==> src/hw/rtl/chd_pkg.sv <==
package chd_pkg;

   localparam int SIZE_BITS = 24;
   localparam int BASE_HEX_BITS = 4;

   localparam logic [7:0] CR_BYTE = 8'h0D;
   localparam logic [7:0] LF_BYTE = 8'h0A;

   localparam int QUEUE_DEPTH = 4;
   localparam int QUEUE_PTR_BITS = $clog2(QUEUE_DEPTH);

   typedef enum logic [1:0] {
      KIND_PAYLOAD = 2'd0,
      KIND_DONE    = 2'd1,
      KIND_ERROR   = 2'd2
   } kind_type;

   // one classified body byte, as it waits between front and back
   typedef struct packed {
      logic [7:0]               body_byte;
      logic                     end_of_buffer;
      logic                     is_cr;
      logic                     is_lf;
      logic                     is_hex;
      logic [BASE_HEX_BITS-1:0] hex_val;
   } item_type;

   // {is_hex, digit value}
   function automatic logic [BASE_HEX_BITS:0] hex_value(input logic [7:0] b);
      logic [BASE_HEX_BITS:0] r;
      r = '0;
      if (b >= 8'h30 && b <= 8'h39) begin
         r = {1'b1, 4'(b - 8'h30)};
      end else if (b >= 8'h61 && b <= 8'h66) begin
         r = {1'b1, 4'(b - 8'h57)};
      end else if (b >= 8'h41 && b <= 8'h46) begin
         r = {1'b1, 4'(b - 8'h37)};
      end
      return r;
   endfunction

endpackage

==> src/hw/rtl/chd_if.sv <==
interface chd_req_if;
   logic       valid;
   logic       ready;
   logic [7:0] body_byte;
   logic       end_of_buffer;

   modport source (output valid, output body_byte, output end_of_buffer, input ready);
   modport sink (input valid, input body_byte, input end_of_buffer, output ready);
endinterface

interface chd_rsp_if;
   logic       valid;
   logic       ready;
   logic [7:0] payload_byte;
   logic [1:0] result_kind;

   modport source (output valid, output payload_byte, output result_kind, input ready);
   modport sink (input valid, input payload_byte, input result_kind, output ready);
endinterface

==> src/hw/rtl/http_chunked_deframer.sv <==
// Chunked transfer decoder for an HTTP/1.1 response body. Feed the body bytes
// that follow the header on req_ch, one byte per item, with end_of_buffer set on
// the last byte of the buffer. rsp_ch returns each payload byte (kind 0), then a
// single done (kind 1) at the zero-size chunk, or a single error (kind 2) if the
// buffer ends early or a chunk size exceeds 24 bits; after done or error all
// further bytes are swallowed until reset. Throughput is one byte per clock while
// rsp_ch does not stall: a front stage classifies each byte into a four-entry
// queue, and the back-end state machine consumes one queued byte per cycle into
// a registered output when it is free. A byte is stored in the queue, then in the
// output register; the queue absorbs stalls so req_ch stays ready until it fills.
module http_chunked_deframer (
   input  logic      clock,
   input  logic      reset,
   chd_req_if.sink   req_ch,
   chd_rsp_if.source rsp_ch
);

   logic              push;
   logic              pop;
   logic              queue_full;
   logic              queue_not_empty;
   chd_pkg::item_type push_item;
   chd_pkg::item_type pop_item;

   chd_front u_front (
      .req_ch     (req_ch),
      .queue_full (queue_full),
      .push       (push),
      .push_item  (push_item)
   );

   chd_queue u_queue (
      .clock     (clock),
      .reset     (reset),
      .push      (push),
      .push_item (push_item),
      .full      (queue_full),
      .pop       (pop),
      .not_empty (queue_not_empty),
      .pop_item  (pop_item)
   );

   chd_back u_back (
      .clock           (clock),
      .reset           (reset),
      .queue_not_empty (queue_not_empty),
      .item            (pop_item),
      .pop             (pop),
      .rsp_ch          (rsp_ch)
   );

endmodule

==> src/hw/rtl/chd_front.sv <==
module chd_front (
   chd_req_if.sink             req_ch,
   input  logic                queue_full,
   output logic                push,
   output chd_pkg::item_type   push_item
);

   logic [chd_pkg::BASE_HEX_BITS:0] hex;

   assign hex = chd_pkg::hex_value(req_ch.body_byte);

   assign req_ch.ready = !queue_full;
   assign push = req_ch.valid && !queue_full;

   always_comb begin
      push_item.body_byte     = req_ch.body_byte;
      push_item.end_of_buffer = req_ch.end_of_buffer;
      push_item.is_cr         = (req_ch.body_byte == chd_pkg::CR_BYTE);
      push_item.is_lf         = (req_ch.body_byte == chd_pkg::LF_BYTE);
      push_item.is_hex        = hex[chd_pkg::BASE_HEX_BITS];
      push_item.hex_val       = hex[chd_pkg::BASE_HEX_BITS-1:0];
   end

endmodule

==> src/hw/rtl/chd_queue.sv <==
module chd_queue (
   input  logic              clock,
   input  logic              reset,
   input  logic              push,
   input  chd_pkg::item_type push_item,
   output logic              full,
   input  logic              pop,
   output logic              not_empty,
   output chd_pkg::item_type pop_item
);

   chd_pkg::item_type mem_ff [chd_pkg::QUEUE_DEPTH];

   logic [chd_pkg::QUEUE_PTR_BITS-1:0] wr_ptr_ff, wr_ptr_in;
   logic [chd_pkg::QUEUE_PTR_BITS-1:0] rd_ptr_ff, rd_ptr_in;
   logic [chd_pkg::QUEUE_PTR_BITS:0]   count_ff, count_in;

   assign full      = (count_ff == (chd_pkg::QUEUE_PTR_BITS+1)'(chd_pkg::QUEUE_DEPTH));
   assign not_empty = (count_ff != '0);
   assign pop_item  = mem_ff[rd_ptr_ff];

   always_comb begin
      wr_ptr_in = push ? wr_ptr_ff + 1'b1 : wr_ptr_ff;
      rd_ptr_in = pop ? rd_ptr_ff + 1'b1 : rd_ptr_ff;
      count_in  = count_ff;
      if (push && !pop) begin
         count_in = count_ff + 1'b1;
      end else if (pop && !push) begin
         count_in = count_ff - 1'b1;
      end
   end

   always_ff @(posedge clock) begin
      if (reset) begin
         wr_ptr_ff <= '0;
         rd_ptr_ff <= '0;
         count_ff  <= '0;
      end else begin
         wr_ptr_ff <= wr_ptr_in;
         rd_ptr_ff <= rd_ptr_in;
         count_ff  <= count_in;
      end
   end

   always_ff @(posedge clock) begin
      if (push) begin
         mem_ff[wr_ptr_ff] <= push_item;
      end
   end

endmodule

==> src/hw/rtl/chd_back.sv <==
module chd_back (
   input  logic              clock,
   input  logic              reset,
   input  logic              queue_not_empty,
   input  chd_pkg::item_type item,
   output logic              pop,
   chd_rsp_if.source         rsp_ch
);

   typedef enum logic [6:0] {
      PH_LINE     = 7'b0000001,
      PH_LINE_CR  = 7'b0000010,
      PH_DATA     = 7'b0000100,
      PH_TRAIL_CR = 7'b0001000,
      PH_TRAIL_LF = 7'b0010000,
      PH_DONE     = 7'b0100000,
      PH_ERROR    = 7'b1000000
   } phase_type;

   localparam int SB = chd_pkg::SIZE_BITS;
   localparam int HB = chd_pkg::BASE_HEX_BITS;

   phase_type         phase_ff, phase_in;
   logic [SB-1:0]     acc_ff, acc_in;
   logic              closed_ff, closed_in;
   logic [SB-1:0]     left_ff, left_in;

   logic              rsp_valid_ff, rsp_valid_in;
   logic [7:0]        pay_ff, pay_in;
   chd_pkg::kind_type kind_ff, kind_in;

   logic              out_free;
   logic              have;
   logic              ok;
   logic              run_line;
   logic [SB-1:0]     lb_acc;
   logic              lb_closed;

   assign out_free = !rsp_valid_ff || rsp_ch.ready;
   assign pop      = queue_not_empty && out_free;

   assign rsp_ch.valid        = rsp_valid_ff;
   assign rsp_ch.payload_byte = pay_ff;
   assign rsp_ch.result_kind  = kind_ff;

   always_comb begin
      phase_in  = phase_ff;
      acc_in    = acc_ff;
      closed_in = closed_ff;
      left_in   = left_ff;
      have      = 1'b0;
      ok        = 1'b1;
      kind_in   = chd_pkg::KIND_PAYLOAD;
      pay_in    = '0;
      run_line  = 1'b0;
      lb_acc    = acc_ff;
      lb_closed = closed_ff;

      case (phase_ff)
         PH_LINE: begin
            run_line = 1'b1;
         end
         PH_LINE_CR: begin
            if (item.is_lf) begin
               if (acc_ff == '0) begin
                  phase_in = PH_DONE;
                  have     = 1'b1;
                  kind_in  = chd_pkg::KIND_DONE;
               end else begin
                  left_in   = acc_ff;
                  acc_in    = '0;
                  closed_in = 1'b0;
                  phase_in  = PH_DATA;
               end
            end else if (!item.is_cr) begin
               phase_in = PH_LINE;
            end
         end
         PH_DATA: begin
            have    = 1'b1;
            pay_in  = item.body_byte;
            // a chunk holds at least one byte here, so one left means this is the last
            left_in = left_ff - SB'(1);
            if (left_ff <= SB'(1)) begin
               left_in  = '0;
               phase_in = PH_TRAIL_CR;
            end
         end
         PH_TRAIL_CR: begin
            if (item.is_cr) begin
               phase_in = PH_TRAIL_LF;
            end else begin
               run_line  = 1'b1;
               lb_acc    = '0;
               lb_closed = 1'b0;
            end
         end
         PH_TRAIL_LF: begin
            if (item.is_lf) begin
               phase_in  = PH_LINE;
               acc_in    = '0;
               closed_in = 1'b0;
            end else begin
               // the lone CR opened a line with no digits
               run_line  = 1'b1;
               lb_acc    = '0;
               lb_closed = 1'b1;
            end
         end
         default: begin
         end
      endcase

      if (run_line) begin
         phase_in  = PH_LINE;
         acc_in    = lb_acc;
         closed_in = lb_closed;
         if (item.is_cr) begin
            closed_in = 1'b1;
            phase_in  = PH_LINE_CR;
         end else if (!lb_closed && item.is_hex) begin
            if (lb_acc[SB-1 -: HB] != '0) begin
               ok = 1'b0;
            end else begin
               acc_in = {lb_acc[SB-HB-1:0], item.hex_val};
            end
         end else begin
            closed_in = 1'b1;
         end
      end

      if (phase_ff != PH_DONE && phase_ff != PH_ERROR) begin
         if (!ok || (item.end_of_buffer && phase_in != PH_DONE)) begin
            phase_in = PH_ERROR;
            have     = 1'b1;
            kind_in  = chd_pkg::KIND_ERROR;
            pay_in   = '0;
         end
      end

      rsp_valid_in = rsp_valid_ff;
      if (pop) begin
         rsp_valid_in = have;
      end else if (rsp_ch.ready) begin
         rsp_valid_in = 1'b0;
      end
   end

   always_ff @(posedge clock) begin
      if (reset) begin
         phase_ff     <= PH_LINE;
         acc_ff       <= '0;
         closed_ff    <= 1'b0;
         left_ff      <= '0;
         rsp_valid_ff <= 1'b0;
      end else begin
         if (pop) begin
            phase_ff  <= phase_in;
            acc_ff    <= acc_in;
            closed_ff <= closed_in;
            left_ff   <= left_in;
         end
         rsp_valid_ff <= rsp_valid_in;
      end
   end

   always_ff @(posedge clock) begin
      if (pop && have) begin
         pay_ff  <= pay_in;
         kind_ff <= kind_in;
      end
   end

endmodule
==> src/flat_wrapper.sv <==
// flat-port wrapper written by rule: the top's interface ports become plain ports
module http_chunked_deframer_flat 
  (clock, reset, req_ch_valid, req_ch_body_byte, req_ch_end_of_buffer, req_ch_ready, rsp_ch_valid, rsp_ch_payload_byte, rsp_ch_result_kind, rsp_ch_ready);
  chd_req_if req_ch_i ();
  chd_rsp_if rsp_ch_i ();
  input  logic clock;
  input  logic reset;
  input wire logic [$bits(req_ch_i.valid)-1:0] req_ch_valid;
  input wire logic [$bits(req_ch_i.body_byte)-1:0] req_ch_body_byte;
  input wire logic [$bits(req_ch_i.end_of_buffer)-1:0] req_ch_end_of_buffer;
  output wire logic [$bits(req_ch_i.ready)-1:0] req_ch_ready;
  output wire logic [$bits(rsp_ch_i.valid)-1:0] rsp_ch_valid;
  output wire logic [$bits(rsp_ch_i.payload_byte)-1:0] rsp_ch_payload_byte;
  output wire logic [$bits(rsp_ch_i.result_kind)-1:0] rsp_ch_result_kind;
  input wire logic [$bits(rsp_ch_i.ready)-1:0] rsp_ch_ready;
  assign req_ch_i.valid = req_ch_valid;
  assign req_ch_i.body_byte = req_ch_body_byte;
  assign req_ch_i.end_of_buffer = req_ch_end_of_buffer;
  assign req_ch_ready = req_ch_i.ready;
  assign rsp_ch_valid = rsp_ch_i.valid;
  assign rsp_ch_payload_byte = rsp_ch_i.payload_byte;
  assign rsp_ch_result_kind = rsp_ch_i.result_kind;
  assign rsp_ch_i.ready = rsp_ch_ready;
  http_chunked_deframer u_core (.clock(clock), .reset(reset), .req_ch(req_ch_i), .rsp_ch(rsp_ch_i));
endmodule
==> config.mk <==
export PLATFORM = sky130hd
export DESIGN_NAME = http_chunked_deframer_flat
export DESIGN_NICKNAME = d
export VERILOG_FILES = /design/src/hw/rtl/chd_pkg.sv /design/src/hw/rtl/chd_if.sv /design/src/hw/rtl/http_chunked_deframer.sv /design/src/hw/rtl/chd_front.sv /design/src/hw/rtl/chd_queue.sv /design/src/hw/rtl/chd_back.sv /design/src/flat_wrapper.sv
export SDC_FILE = /design/constraint.sdc
export NUM_CORES = 1
export LEC_CHECK = 0
export BUFFER_PORTS_ARGS = -buffer_cell sky130_fd_sc_hd__buf_2
export CORE_MARGIN = 5
export CORE_UTILIZATION = 30
export CTS_BUF_LIST = sky130_fd_sc_hd__clkbuf_2 sky130_fd_sc_hd__clkbuf_4 sky130_fd_sc_hd__clkbuf_8
export DETAILED_ROUTE_END_ITERATION = 8
export PLACE_DENSITY = 0.56
export SLEW_MARGIN = 15
export SYNTH_ARGS = -nofsm -noshare
export SYNTH_HDL_FRONTEND = slang
export SYNTH_SLANG_ARGS = --single-unit
==> constraint.sdc <==
create_clock -name clock -period 3.3 [get_ports clock]
set_input_delay 0.66 -clock clock [delete_from_list [all_inputs] [get_ports clock]]
set_output_delay 0.66 -clock clock [all_outputs]
set_load 0.01 [all_outputs]
==> results.py, run 1 <==
metrics = {
    "status": {
        "status": "finished clean",
    },
    "pwr": {
        "ir_worst_vdd_uv": 380,
        "static-leakage-power_nw": 2.62,
        "cellPowerDensity_mw_per_mm2": 660,
        "report.power.total_mw": 4.98,
    },
    "setup_path": {
        "critical_path.startpoint_type": "flip-flop",
        "criticalPathCategory": "flip-flop to flip-flop",
        "worst-r2r-setup-slack_ns": 0.58,
        "worstRegToRegCells": 7,
        "critical_path.n_buffers_inverters": 1,
        "worst_r2r_startpoint": "u_core.u_back.phase_ff[3]",
        "cp_data_arrival_time_ns": 2.87,
        "crit_path_max_fanout": 10,
        "critical-path-max-stage-delay_ns": 0.62,
        "critPathCaptureType": "flip-flop",
        "cp_cell_sequence": "or4b_2, o21ai_0, and4b_4, a31oi_4, a31o_2, a21oi_1, buf_4",
        "crit_slowest_cell": "sky130_fd_sc_hd__or4b_2",
        "critical-path-top-delay-family": "simple AND/OR/NAND/NOR gates",
        "worst_r2r_endpoint": "u_core.u_back.rsp_ch.payload_byte[2]",
        "timing.critical_path.required_ns": 3.45,
    },
    "timing": {
        "slew_headroom_pct": 43.3,
        "final-setup-viol-count": 0,
        "final_hold_viol_count": 0,
        "final_critical_path_share_of_the_clock_period_pct": 82.4,
        "setup_total_negative_slack_ns": 0,
        "finalWorstPathRequiredPeriod_ns": 2.72,
        "final.setup_skew_ns": 0.0178,
        "final-max-slew-violation-count": 0,
        "tightestPinTransition_ns": 0.850,
        "fin_ws_ns": 0.581,
        "fmax_mhz": 368,
        "grt_setup_unrepaired": "no",
    },
    "finish": {
        "layout.filler_cells": 2202,
        "antenna-diode-count": 0,
        "layout.cell_area.non_filler_mm2": 0.00755,
        "design.final.nets": 665,
        "layout_commonest_cell": "sky130_fd_sc_hd__edfxtp_1",
        "area.growth.synth_to_final_pct": 13.6,
        "most-common-layout-cells": "74 x sky130_fd_sc_hd__edfxtp_1, 66 x sky130_fd_sc_hd__nand2_1, 66 x sky130_fd_sc_hd__dfxtp_1, 44 x sky130_fd_sc_hd__nor2_1, 39 x sky130_fd_sc_hd__o21ai_0",
        "layout-drive-gt1-share_pct": 16.5,
    },
    "die": {
        "core.rowCount": 54,
        "initial_core_util_pct": 30.4,
        "floorplan.die_area_mm2": 0.0252,
        "chipHeight_um": 159,
        "core_area_mm2": 0.0218,
        "pin_count": 25,
        "floorplan.die.width_um": 159,
    },
    "logic_synthesis": {
        "ys_warns": 0,
        "ys_ff_latch": 140,
        "post_synth_edffs": 74,
        "synth.largest_area_cell": "sky130_fd_sc_hd__edfxtp_1",
        "async_flop_share_pct": 0,
        "largest_cells_by_area_after_synthesis": "sky130_fd_sc_hd__edfxtp_1 33%, sky130_fd_sc_hd__dfxtp_1 20%, sky130_fd_sc_hd__mux4_2 5.1%",
        "avgSynthCellArea_um2": 10.8,
        "seq_area_frac_synth_pct": 53.3,
        "synth_flop_cell": "sky130_fd_sc_hd__edfxtp_1",
        "yosys.area.top_type_share_pct": 33.4,
        "netlist-cell-type-count": 73,
        "syn_inst": 614,
        "synth_nets": 639,
        "syn-cell-area_mm2": 0.00665,
    },
    "global_routing": {
        "grt_antenna_before_repair": 0,
        "grt_remaining_overflow": 0,
        "largest_net_degree_at_the_start_of_global_routing": 39,
        "wire_length_of_the_first_global_routing_pass_um": 25900,
        "first_global_vias": 4747,
        "globalRouteTotalUtil_pct": 12.4,
    },
    "placed_design": {
        "gpl.final_weighted_congestion": 0.844,
        "placement.cell_area_mm2": 0.00713,
        "placement.setup.worst_slack_ns": 0.616,
        "numPortBuffers": 24,
        "hpwl_um": 10500,
    },
    "run": {
        "max-cap-violations": 0,
    },
    "cts": {
        "postCtsResizedCells": 0,
        "cts_hold_buf": 0,
        "cts_tree": "yes",
        "cts.clk_slew.worst_paths_ns": 0.10,
        "cts_made_buffers": 17,
        "clkSinkCount": 140,
        "cts-root-buf": "sky130_fd_sc_hd__clkbuf_8",
        "cts_max_level": 4,
        "clk_path_buf_depth": 2,
        "cts.repair_timing.setup_buffer_count": 0,
        "worstSkewPairLatency_ns": 0.45,
    },
    "min_path": {
        "hp-class": "primary input to flip-flop",
        "min_path_cells": 1,
        "critical_hold_path_startpoint": "req_ch_end_of_buffer",
        "worstHoldEndpoint": "u_core.u_queue.mem_ff[3][7]",
    },
    "drt": {
        "detail_route.wirelength_um": 15700,
        "drt_drc_violations_left": 0,
        "drt-initial-drc-count": 426,
        "first_pass_iters": 5,
        "final_ant_viol_nets": 0,
        "wl_per_cell_um": 16.8,
        "vias": 4916,
        "via_to_cell_ratio": 5.27,
    },
}
## per-layer routing
layer | up-vias | wire length [um] | track usage [%]
met4 | 0 | 162 | 3.48
li1 | 2416 | - | -
met1 | 2401 | 7850 | 18.3
met2 | 89 | 7040 | 18.5
met5 | - | 0 | 0
met3 | 10 | 599 | 2.41
## sequential cells by signal, indices dropped and copies added, names as in the netlist, named ones only
name,count
u_core.u_back.closed_ff,1
u_core.u_queue.count_ff,3
u_core.u_queue.mem_ff,64
u_core.u_back.phase_ff,7
u_core.u_queue.rd_ptr_ff,2
u_core.u_back.left_ff,24
u_core.u_queue.wr_ptr_ff,2
u_core.u_back.acc_ff,24
u_core.u_back.rsp_ch.payload_byte,8
u_core.u_back.rsp_ch.valid,1
u_core.u_back.rsp_ch.result_kind,2
## where the power goes
group | internal, mW | switching [mW] | total (mW)
clock network | 0.589 | 0.828 | 1.42
registers | 2.05 | 0.123 | 2.18
logic | 0.548 | 0.839 | 1.39
## synthesized netlist by cell type, drive strengths merged, types with 5 or more instances
library cell and count:
a32oi 19, a211oi 6, dfxtp 66, o21ai 40, xor2 5, mux4 16, nor2 44, buf 16
nand4 8, clkbuf 23, edfxtp 74, nor3 24, nand3b 5, nor4 12, nand2 66, o31ai 9
nand4b 5, o211ai 8, inv 18, and3 15, a21oi 33, nand3 12, or3 9, o32ai 5
ha 11
## cells by family (layout without fill, tap and decap cells)
logic type / Yosys count / after routing / share of synthesized area (%)
buf+inv: 57 / 96 / 3.60
mux: 18 / 18 / 5.78
simple gates: 225 / 225 / 18.1
fa+ha+maj: 12 / 12 / 2.37
compound gates: 153 / 153 / 15.7
xor+xnor: 9 / 9 / 1.19
flops: 140 / 140 / 53.3
## metrics by stage
| step | instances | hold slack, ns | util (%) |
|---|---|---|---|
| after global routing | 933 | 0.409 | 34.6 |
| after floorplan | 614 | 0.445 | - |
| final | 933 | 0.435 | 34.6 |
| after global placement | 901 | 0.472 | 32.7 |
| after CTS | 933 | 0.396 | 34.6 |
| after detailed placement | 901 | 0.464 | 32.7 |
## how the worst max path moves through the flow
stage,start,end,slack [ns],cells past startpoint
2_1_floorplan,u_core.u_back.phase_ff[1],u_core.u_back.rsp_ch.payload_byte[0],0.50,7
3_3_place_gp,u_core.u_back.left_ff[20],u_core.u_back.rsp_ch.payload_byte[2],0.61,7
3_5_place_dp,u_core.u_back.phase_ff[3],u_core.u_back.acc_ff[5],0.62,5
4_1_cts,u_core.u_back.phase_ff[0],u_core.u_back.rsp_ch.payload_byte[7],0.59,7
5_1_grt,u_core.u_back.phase_ff[2],u_core.u_back.acc_ff[4],0.42,5
6_report,u_core.u_back.phase_ff[3],u_core.u_back.rsp_ch.payload_byte[2],0.58,7
## worst register-to-register path, cell delays in order (launching register included)
cell and delay [ns]:
sky130_fd_sc_hd__dfxtp_1 0.51, sky130_fd_sc_hd__or4b_2 0.62, sky130_fd_sc_hd__o21ai_0 0.17, sky130_fd_sc_hd__and4b_4 0.31, sky130_fd_sc_hd__a31oi_4 0.15, sky130_fd_sc_hd__a31o_2 0.29, sky130_fd_sc_hd__a21oi_1 0.15, sky130_fd_sc_hd__buf_4 0.22
## area by class of cell
cell class              instances  area [um2]  area share (%)
clock buffers                  17         234            3.10
well taps                     280         350            4.64
repair buffers                 46         298            3.95
flip-flops and latches        140        3540            46.9
multi-input cells             417        2870            38.0
clock inverters                15         186            2.47
inverters                      18        67.6           0.895
No activity file was read; power rests on OpenSTA's default activity.
==> run 2, diff against run 1 <==
--- a/config.mk
+++ b/config.mk
@@ -5,6 +5,7 @@
 export SDC_FILE = /design/constraint.sdc
 export NUM_CORES = 1
 export LEC_CHECK = 0
+export ABC_AREA = 1
 export BUFFER_PORTS_ARGS = -buffer_cell sky130_fd_sc_hd__buf_2
 export CORE_MARGIN = 5
 export CORE_UTILIZATION = 30
==> constraint.sdc (replaced) <==
create_clock -name clock -period 2.75 [get_ports clock]
set_input_delay 0.55 -clock clock [delete_from_list [all_inputs] [get_ports clock]]
set_output_delay 0.55 -clock clock [all_outputs]
set_load 0.01 [all_outputs]
==> results.py, run 2 <==
metrics = {
    "status": {
        "status": "finished clean",
    },
    "placed_design": {
        "numPortBuffers": 24,
        "hpwl_um": 11600,
        "placement.setup.worst_slack_ns": 0.271,
        "gpl.final_weighted_congestion": 0.897,
    },
    "logic_synthesis": {
        "synth.largest_area_cell": "sky130_fd_sc_hd__edfxtp_1",
        "synth_flop_cell": "sky130_fd_sc_hd__edfxtp_1",
        "largest_cells_by_area_after_synthesis": "sky130_fd_sc_hd__edfxtp_1 32%, sky130_fd_sc_hd__dfxtp_1 19%, sky130_fd_sc_hd__nand2_1 8.8%",
        "synth_nets": 852,
        "post_synth_edffs": 74,
        "ys_ff_latch": 140,
        "synth_most_common_cell": "sky130_fd_sc_hd__nand2_1",
        "seq_area_frac_synth_pct": 51.1,
        "avgSynthCellArea_um2": 8.39,
        "netlist-cell-type-count": 39,
        "synthTopCellsByCount": "163 x sky130_fd_sc_hd__nand2_1, 103 x sky130_fd_sc_hd__nor2_1, 97 x sky130_fd_sc_hd__a21oi_1",
        "ys_warns": 0,
        "yosys.area.top_type_share_pct": 32.0,
        "syn_inst": 827,
        "syn-cell-area_mm2": 0.00694,
        "async_flop_share_pct": 0,
    },
    "timing": {
        "final-setup-viol-count": 0,
        "final-max-slew-violation-count": 0,
        "final_critical_path_share_of_the_clock_period_pct": 89.4,
        "finalWorstPathRequiredPeriod_ns": 2.46,
        "final_hold_viol_count": 0,
        "tightestPinTransition_ns": 0.678,
        "grt_setup_unrepaired": "no",
        "fin_ws_ns": 0.292,
        "setup_total_negative_slack_ns": 0,
        "final.setup_skew_ns": 0.0193,
        "slew_headroom_pct": 54.7,
        "fmax_mhz": 407,
    },
    "cts": {
        "clk_path_buf_depth": 2,
        "cts-root-buf": "sky130_fd_sc_hd__clkbuf_8",
        "cts.clk_slew.worst_paths_ns": 0.09,
        "cts_made_buffers": 17,
        "clkSinkCount": 140,
        "postCtsResizedCells": 0,
        "worstSkewPairLatency_ns": 0.45,
        "cts.repair_timing.setup_buffer_count": 0,
        "cts_hold_buf": 0,
        "cts_max_level": 4,
        "cts_tree": "yes",
    },
    "die": {
        "chipHeight_um": 162,
        "initial_core_util_pct": 30.6,
        "floorplan.die_area_mm2": 0.0263,
        "core_area_mm2": 0.0227,
        "floorplan.die.width_um": 162,
        "core.rowCount": 55,
        "pin_count": 25,
    },
    "finish": {
        "final_core_util_pct": 34.7,
        "regMostFlops": "u_core.u_queue.mem_ff",
        "layout-drive-gt1-share_pct": 15.4,
        "reg.largest.list": "u_core.u_queue.mem_ff (64), u_core.u_back.acc_ff (24), u_core.u_back.left_ff (24)",
        "layout_commonest_cell": "sky130_fd_sc_hd__nand2_1",
        "design.final.nets": 894,
        "area.growth.synth_to_final_pct": 13.6,
        "antenna-diode-count": 0,
        "layout.filler_cells": 2380,
        "most-common-layout-cells": "163 x sky130_fd_sc_hd__nand2_1, 103 x sky130_fd_sc_hd__nor2_1, 97 x sky130_fd_sc_hd__a21oi_1, 74 x sky130_fd_sc_hd__edfxtp_1, 69 x sky130_fd_sc_hd__inv_1",
        "largest_register_ff_count": 64,
    },
    "drt": {
        "final_ant_viol_nets": 0,
        "vias": 5615,
        "wl_per_cell_um": 14.3,
        "drt-initial-drc-count": 441,
        "detail_route.wirelength_um": 16700,
        "drt_drc_violations_left": 0,
        "first_pass_iters": 5,
        "via_to_cell_ratio": 4.81,
    },
    "setup_path": {
        "critPathCaptureType": "flip-flop",
        "crit_path_max_fanout": 10,
        "worst_r2r_endpoint": "u_core.u_back.rsp_ch.result_kind[1]",
        "critical_path.startpoint_type": "flip-flop",
        "crit_slowest_cell": "sky130_fd_sc_hd__dfxtp_1",
        "criticalPathCategory": "flip-flop to flip-flop",
        "critical-path-max-stage-delay_ns": 0.45,
        "worstRegToRegCells": 15,
        "worst-r2r-setup-slack_ns": 0.29,
        "cp_data_arrival_time_ns": 2.63,
        "timing.critical_path.required_ns": 2.93,
        "cp_cell_sequence": "inv_2, nand2_1, nand3_1, nand2_2, inv_1, nand2_1, o21ai_0, nor2_1, nand2_1, nor2_1, nand3_1, nand2_2, nand3_1, nand3_2, clkinvlp_4",
    },
    "pwr": {
        "cellPowerDensity_mw_per_mm2": 1090,
        "ir_worst_vdd_uv": 415,
        "static-leakage-power_nw": 3.09,
    },
    "min_path": {
        "critical_hold_path_startpoint": "req_ch_end_of_buffer",
        "hp-class": "primary input to flip-flop",
        "worstHoldEndpoint": "u_core.u_queue.mem_ff[0][7]",
        "min_path_cells": 1,
    },
    "global_routing": {
        "globalRouteTotalUtil_pct": 13.0,
        "first_global_vias": 5343,
        "largest_net_degree_at_the_start_of_global_routing": 44,
        "grt_antenna_before_repair": 0,
        "wire_length_of_the_first_global_routing_pass_um": 27500,
        "grt_remaining_overflow": 0,
    },
    "run": {
        "max-cap-violations": 0,
    },
}
==> run 2: cell count changes after synthesis, moves of 9 or more <==
| cell | change |
|---|---|
| sky130_fd_sc_hd__o22ai_1 | +9 |
| sky130_fd_sc_hd__a32oi_1 | -19 |
| sky130_fd_sc_hd__nor2_1 | +59 |
| sky130_fd_sc_hd__nand2_2 | +12 |
| sky130_fd_sc_hd__inv_1 | +52 |
| sky130_fd_sc_hd__mux4_2 | -15 |
| sky130_fd_sc_hd__a21oi_1 | +64 |
| sky130_fd_sc_hd__nand2_1 | +97 |
| sky130_fd_sc_hd__nor3_1 | -17 |
| sky130_fd_sc_hd__nand3_1 | +31 |
| sky130_fd_sc_hd__and3_1 | -15 |
==> run 2: worst max-delay path by stage <==
stage / startpoint / to / slack, ns / depth (start not counted)
global route: flip-flop / u_core.u_back.rsp_ch.result_kind[1] / 0.05 / 15
global placement: flip-flop / u_core.u_back.rsp_ch.payload_byte[6] / 0.25 / 14
floorplan: flip-flop / u_core.u_back.rsp_ch.payload_byte[0] / 0.60 / 14
CTS: flip-flop / u_core.u_back.rsp_ch.result_kind[1] / 0.26 / 16
finish: flip-flop / u_core.u_back.rsp_ch.result_kind[1] / 0.29 / 15
detailed placement: flip-flop / u_core.u_back.rsp_ch.payload_byte[3] / 0.27 / 16
==> run 2: logic make-up (layout without fill, tap and decap cells) <==
family	after synthesis	count (layout)	synth area share [%]
AND/OR/NAND/NOR	365	365	23.7
AO/OA/AOI/OAI	185	185	14.7
flip-flops	140	140	51.1
buffers and inverters	111	166	6.58
XOR/XNOR	14	14	1.77
adder cells (fa/ha/maj)	12	12	2.27
==> run 2: worst max-delay path: cells and delay by family, from the launching register on <==
| family | cells | cell delay (ns) |
|---|---|---|
| flip-flops | 1 | 0.45 |
| AO/OA/AOI/OAI | 1 | 0.11 |
| buffers and inverters | 3 | 0.39 |
| AND/OR/NAND/NOR | 11 | 1.23 |
==> run 2: power by group <==
group | leakage [nW] | switching, mW | internal (mW)
registers | 1.22 | 0.263 | 2.63
logic | 1.68 | 2.68 | 1.37
clock network | 0.193 | 0.945 | 0.675
total | 3.09 | 3.88 | 4.68
==> run 2: layer usage <==
layer / global-route usage (%) / share of wire [%] / vias to the layer above
met5: 0 / 0 / -
met4: 3.73 / 1.1 / 0
met3: 2.54 / 3.1 / 14
met2: 21.1 / 47 / 89
met1: 17.9 / 49 / 2629
li1: - / - / 2883
==> run 2: per-stage QoR <==
step | cells | power, mW | hold slack, ns | area [um2]
detailed placement | 1134 | 6.95 | 0.471 | 7480
finish | 1167 | 8.56 | 0.313 | 7880
floorplan | 827 | 5.84 | 0.436 | 6940
global route | 1167 | 9.29 | 0.271 | 7880
global placement | 1134 | 6.95 | 0.470 | 7480
CTS | 1166 | 8.59 | 0.282 | 7870
==> run 2: cell type report <==
type	count	area (um2)	area share, %
inverter	79	300	3.81
tap	285	357	4.52
timing repair inverter	1	7.51	0.0953
multi-input combinational	576	2940	37.4
timing repair buffer	54	345	4.38
clock buffer	17	234	2.97
clock inverter	15	150	1.91
sequential	140	3540	45.0
==> run 3, diff against run 2 <==
--- a/config.mk
+++ b/config.mk
@@ -6,7 +6,8 @@
 export NUM_CORES = 1
 export LEC_CHECK = 0
 export ABC_AREA = 1
-export BUFFER_PORTS_ARGS = -buffer_cell sky130_fd_sc_hd__buf_2
+export BUFFER_PORTS_ARGS = -buffer_cell sky130_fd_sc_hd__clkbuf_2
+export CORE_ASPECT_RATIO = 0.7
 export CORE_MARGIN = 5
 export CORE_UTILIZATION = 30
 export CTS_BUF_LIST = sky130_fd_sc_hd__clkbuf_2 sky130_fd_sc_hd__clkbuf_4 sky130_fd_sc_hd__clkbuf_8
==> results.py, run 3 (synthesized netlist as in run 2, its figures left out) <==
metrics = {
    "status": {
        "status": "finished clean",
    },
    "drt": {
        "wl_per_cell_um": 14.6,
        "first_pass_iters": 5,
        "drt-initial-drc-count": 547,
        "final_ant_viol_nets": 0,
        "via_to_cell_ratio": 4.73,
        "drt_drc_violations_left": 0,
        "vias": 5633,
        "detail_route.wirelength_um": 17400,
    },
    "placed_design": {
        "gpl.final_weighted_congestion": 0.922,
        "hpwl_um": 12200,
        "numPortBuffers": 24,
    },
    "timing": {
        "final_critical_path_share_of_the_clock_period_pct": 91.3,
        "final.setup_skew_ns": 0.0159,
        "final-setup-viol-count": 0,
        "finalWorstPathRequiredPeriod_ns": 2.51,
        "grt_setup_unrepaired": "no",
        "slew_headroom_pct": 53.2,
        "setup_total_negative_slack_ns": 0,
        "tightestPinTransition_ns": 0.701,
        "final_hold_viol_count": 0,
        "fmax_mhz": 398,
        "final-max-slew-violation-count": 0,
    },
    "die": {
        "floorplan.die.width_um": 192,
        "core.rowCount": 46,
        "core_area_mm2": 0.0227,
        "chipHeight_um": 137,
        "pin_count": 25,
        "initial_core_util_pct": 30.5,
        "floorplan.die_area_mm2": 0.0263,
    },
    "setup_path": {
        "criticalPathCategory": "flip-flop to flip-flop",
        "timing.critical_path.required_ns": 2.89,
        "critical_path.startpoint_type": "flip-flop",
        "worst_r2r_startpoint": "u_core.u_back.phase_ff[4]",
        "cp_data_arrival_time_ns": 2.66,
        "setup.worst_path.start": "u_core.u_back.phase_ff[4]",
        "critPathCaptureType": "flip-flop",
        "crit_path_max_fanout": 10,
    },
    "global_routing": {
        "wire_length_of_the_first_global_routing_pass_um": 28600,
        "grt_most_used_layer": "met1",
        "grt_antenna_before_repair": 0,
        "globalRouteTotalUtil_pct": 13.8,
        "grtUsageMet1_pct": 22.5,
        "grt_remaining_overflow": 0,
        "grt_met2_usage_pct": 18.1,
        "groute.layer.met3.usage_pct": 3.04,
        "first_global_vias": 5126,
        "largest_net_degree_at_the_start_of_global_routing": 44,
    },
    "cts": {
        "cts_hold_buf": 0,
        "clk_path_buf_depth": 2,
        "cts_max_level": 4,
        "cts_tree": "yes",
        "cts_made_buffers": 17,
        "cts.repair_timing.setup_buffer_count": 0,
        "clkSinkCount": 140,
        "cts-root-buf": "sky130_fd_sc_hd__clkbuf_8",
        "cts.clk_slew.worst_paths_ns": 0.09,
        "postCtsResizedCells": 0,
        "worstSkewPairLatency_ns": 0.45,
    },
    "finish": {
        "design.final.nets": 891,
        "layout-drive-gt1-share_pct": 15.2,
        "regMostFlops": "u_core.u_queue.mem_ff",
        "largest_register_ff_count": 64,
        "area.growth.synth_to_final_pct": 14.4,
        "antenna-diode-count": 0,
        "layout_commonest_cell": "sky130_fd_sc_hd__nand2_1",
        "reg.largest.list": "u_core.u_queue.mem_ff (64), u_core.u_back.acc_ff (24), u_core.u_back.left_ff (24)",
        "most-common-layout-cells": "163 x sky130_fd_sc_hd__nand2_1, 101 x sky130_fd_sc_hd__nor2_1, 97 x sky130_fd_sc_hd__a21oi_1, 74 x sky130_fd_sc_hd__edfxtp_1, 70 x sky130_fd_sc_hd__inv_1",
    },
    "pwr": {
        "cellPowerDensity_mw_per_mm2": 1110,
        "ir_worst_vdd_uv": 364,
        "static-leakage-power_nw": 3.12,
        "report.power.total_mw": 8.80,
    },
    "min_path": {
        "critical_hold_path_startpoint": "req_ch_end_of_buffer",
        "hp-class": "primary input to flip-flop",
    },
    "run": {
        "max-cap-violations": 0,
    },
}
-- run 3: final cells by class --
class / count / area [um2]
Fill cell: 2315 / 14800
Sequential cell: 140 / 3540
Multi-Input combinational cell: 576 / 2940
Tap cell: 312 / 390
Timing Repair Buffer: 52 / 343
Inverter: 79 / 299
Clock buffer: 17 / 234
Clock inverter: 15 / 188
-- run 3: path summary, 6_finish.rpt --
| check | end | cells past startpoint | slack [ns] |
|---|---|---|---|
| setup / recovery | u_core.u_back.rsp_ch.payload_byte[3] | 15 | 0.24 |
| hold / removal | u_core.u_queue.mem_ff[1][7] | 1 | 0.34 |
| setup reg to reg | u_core.u_back.rsp_ch.payload_byte[3] | 15 | 0.24 |
| hold reg to reg | u_core.u_back.acc_ff[5] | 2 | 0.49 |
-- run 3: routing by layer --
metal,vias up,routed length (um)
li1,2866,-
met1,2608,9730
met2,150,6630
met3,9,925
met4,0,130
met5,-,0
-- run 3: where the power goes --
part / switching, mW / internal, mW / total (mW)
clock network: 0.857 / 0.912 / 1.77
registers: 0.282 / 2.63 / 2.92
logic: 2.75 / 1.37 / 4.11
total: 3.89 / 4.91 / 8.80
-- run 3: through the flow --
| step | hold WS (ns) | instances | util (%) | worst slack, ns | cell area (um2) |
|---|---|---|---|---|---|
| 4_1_cts | 0.320 | 1191 | 34.9 | 0.136 | 7930 |
| 5_1_grt | 0.317 | 1191 | 34.9 | 0.0157 | 7940 |
| 3_3_place_gp | 0.472 | 1159 | 33.0 | 0.114 | 7510 |
| 3_5_place_dp | 0.466 | 1159 | 33.0 | 0.171 | 7510 |
| 6_report | 0.341 | 1191 | 34.9 | 0.239 | 7940 |
| 2_1_floorplan | 0.436 | 827 | - | 0.601 | 6940 |
-- run 3: critical path, cell delays in order, from the launching register on --
cell and delay, ns:
sky130_fd_sc_hd__dfxtp_1 0.42, sky130_fd_sc_hd__inv_1 0.13, sky130_fd_sc_hd__nand2_2 0.15, sky130_fd_sc_hd__nor2_2 0.09
sky130_fd_sc_hd__nor2_1 0.21, sky130_fd_sc_hd__nand2_1 0.12, sky130_fd_sc_hd__nand3_1 0.11, sky130_fd_sc_hd__nand2_1 0.08
sky130_fd_sc_hd__o21ai_0 0.09, sky130_fd_sc_hd__nand2_1 0.12, sky130_fd_sc_hd__nand3_1 0.11, sky130_fd_sc_hd__nand2_2 0.07
sky130_fd_sc_hd__nand3_1 0.08, sky130_fd_sc_hd__nand3_1 0.11, sky130_fd_sc_hd__inv_1 0.09, sky130_fd_sc_hd__buf_4 0.20
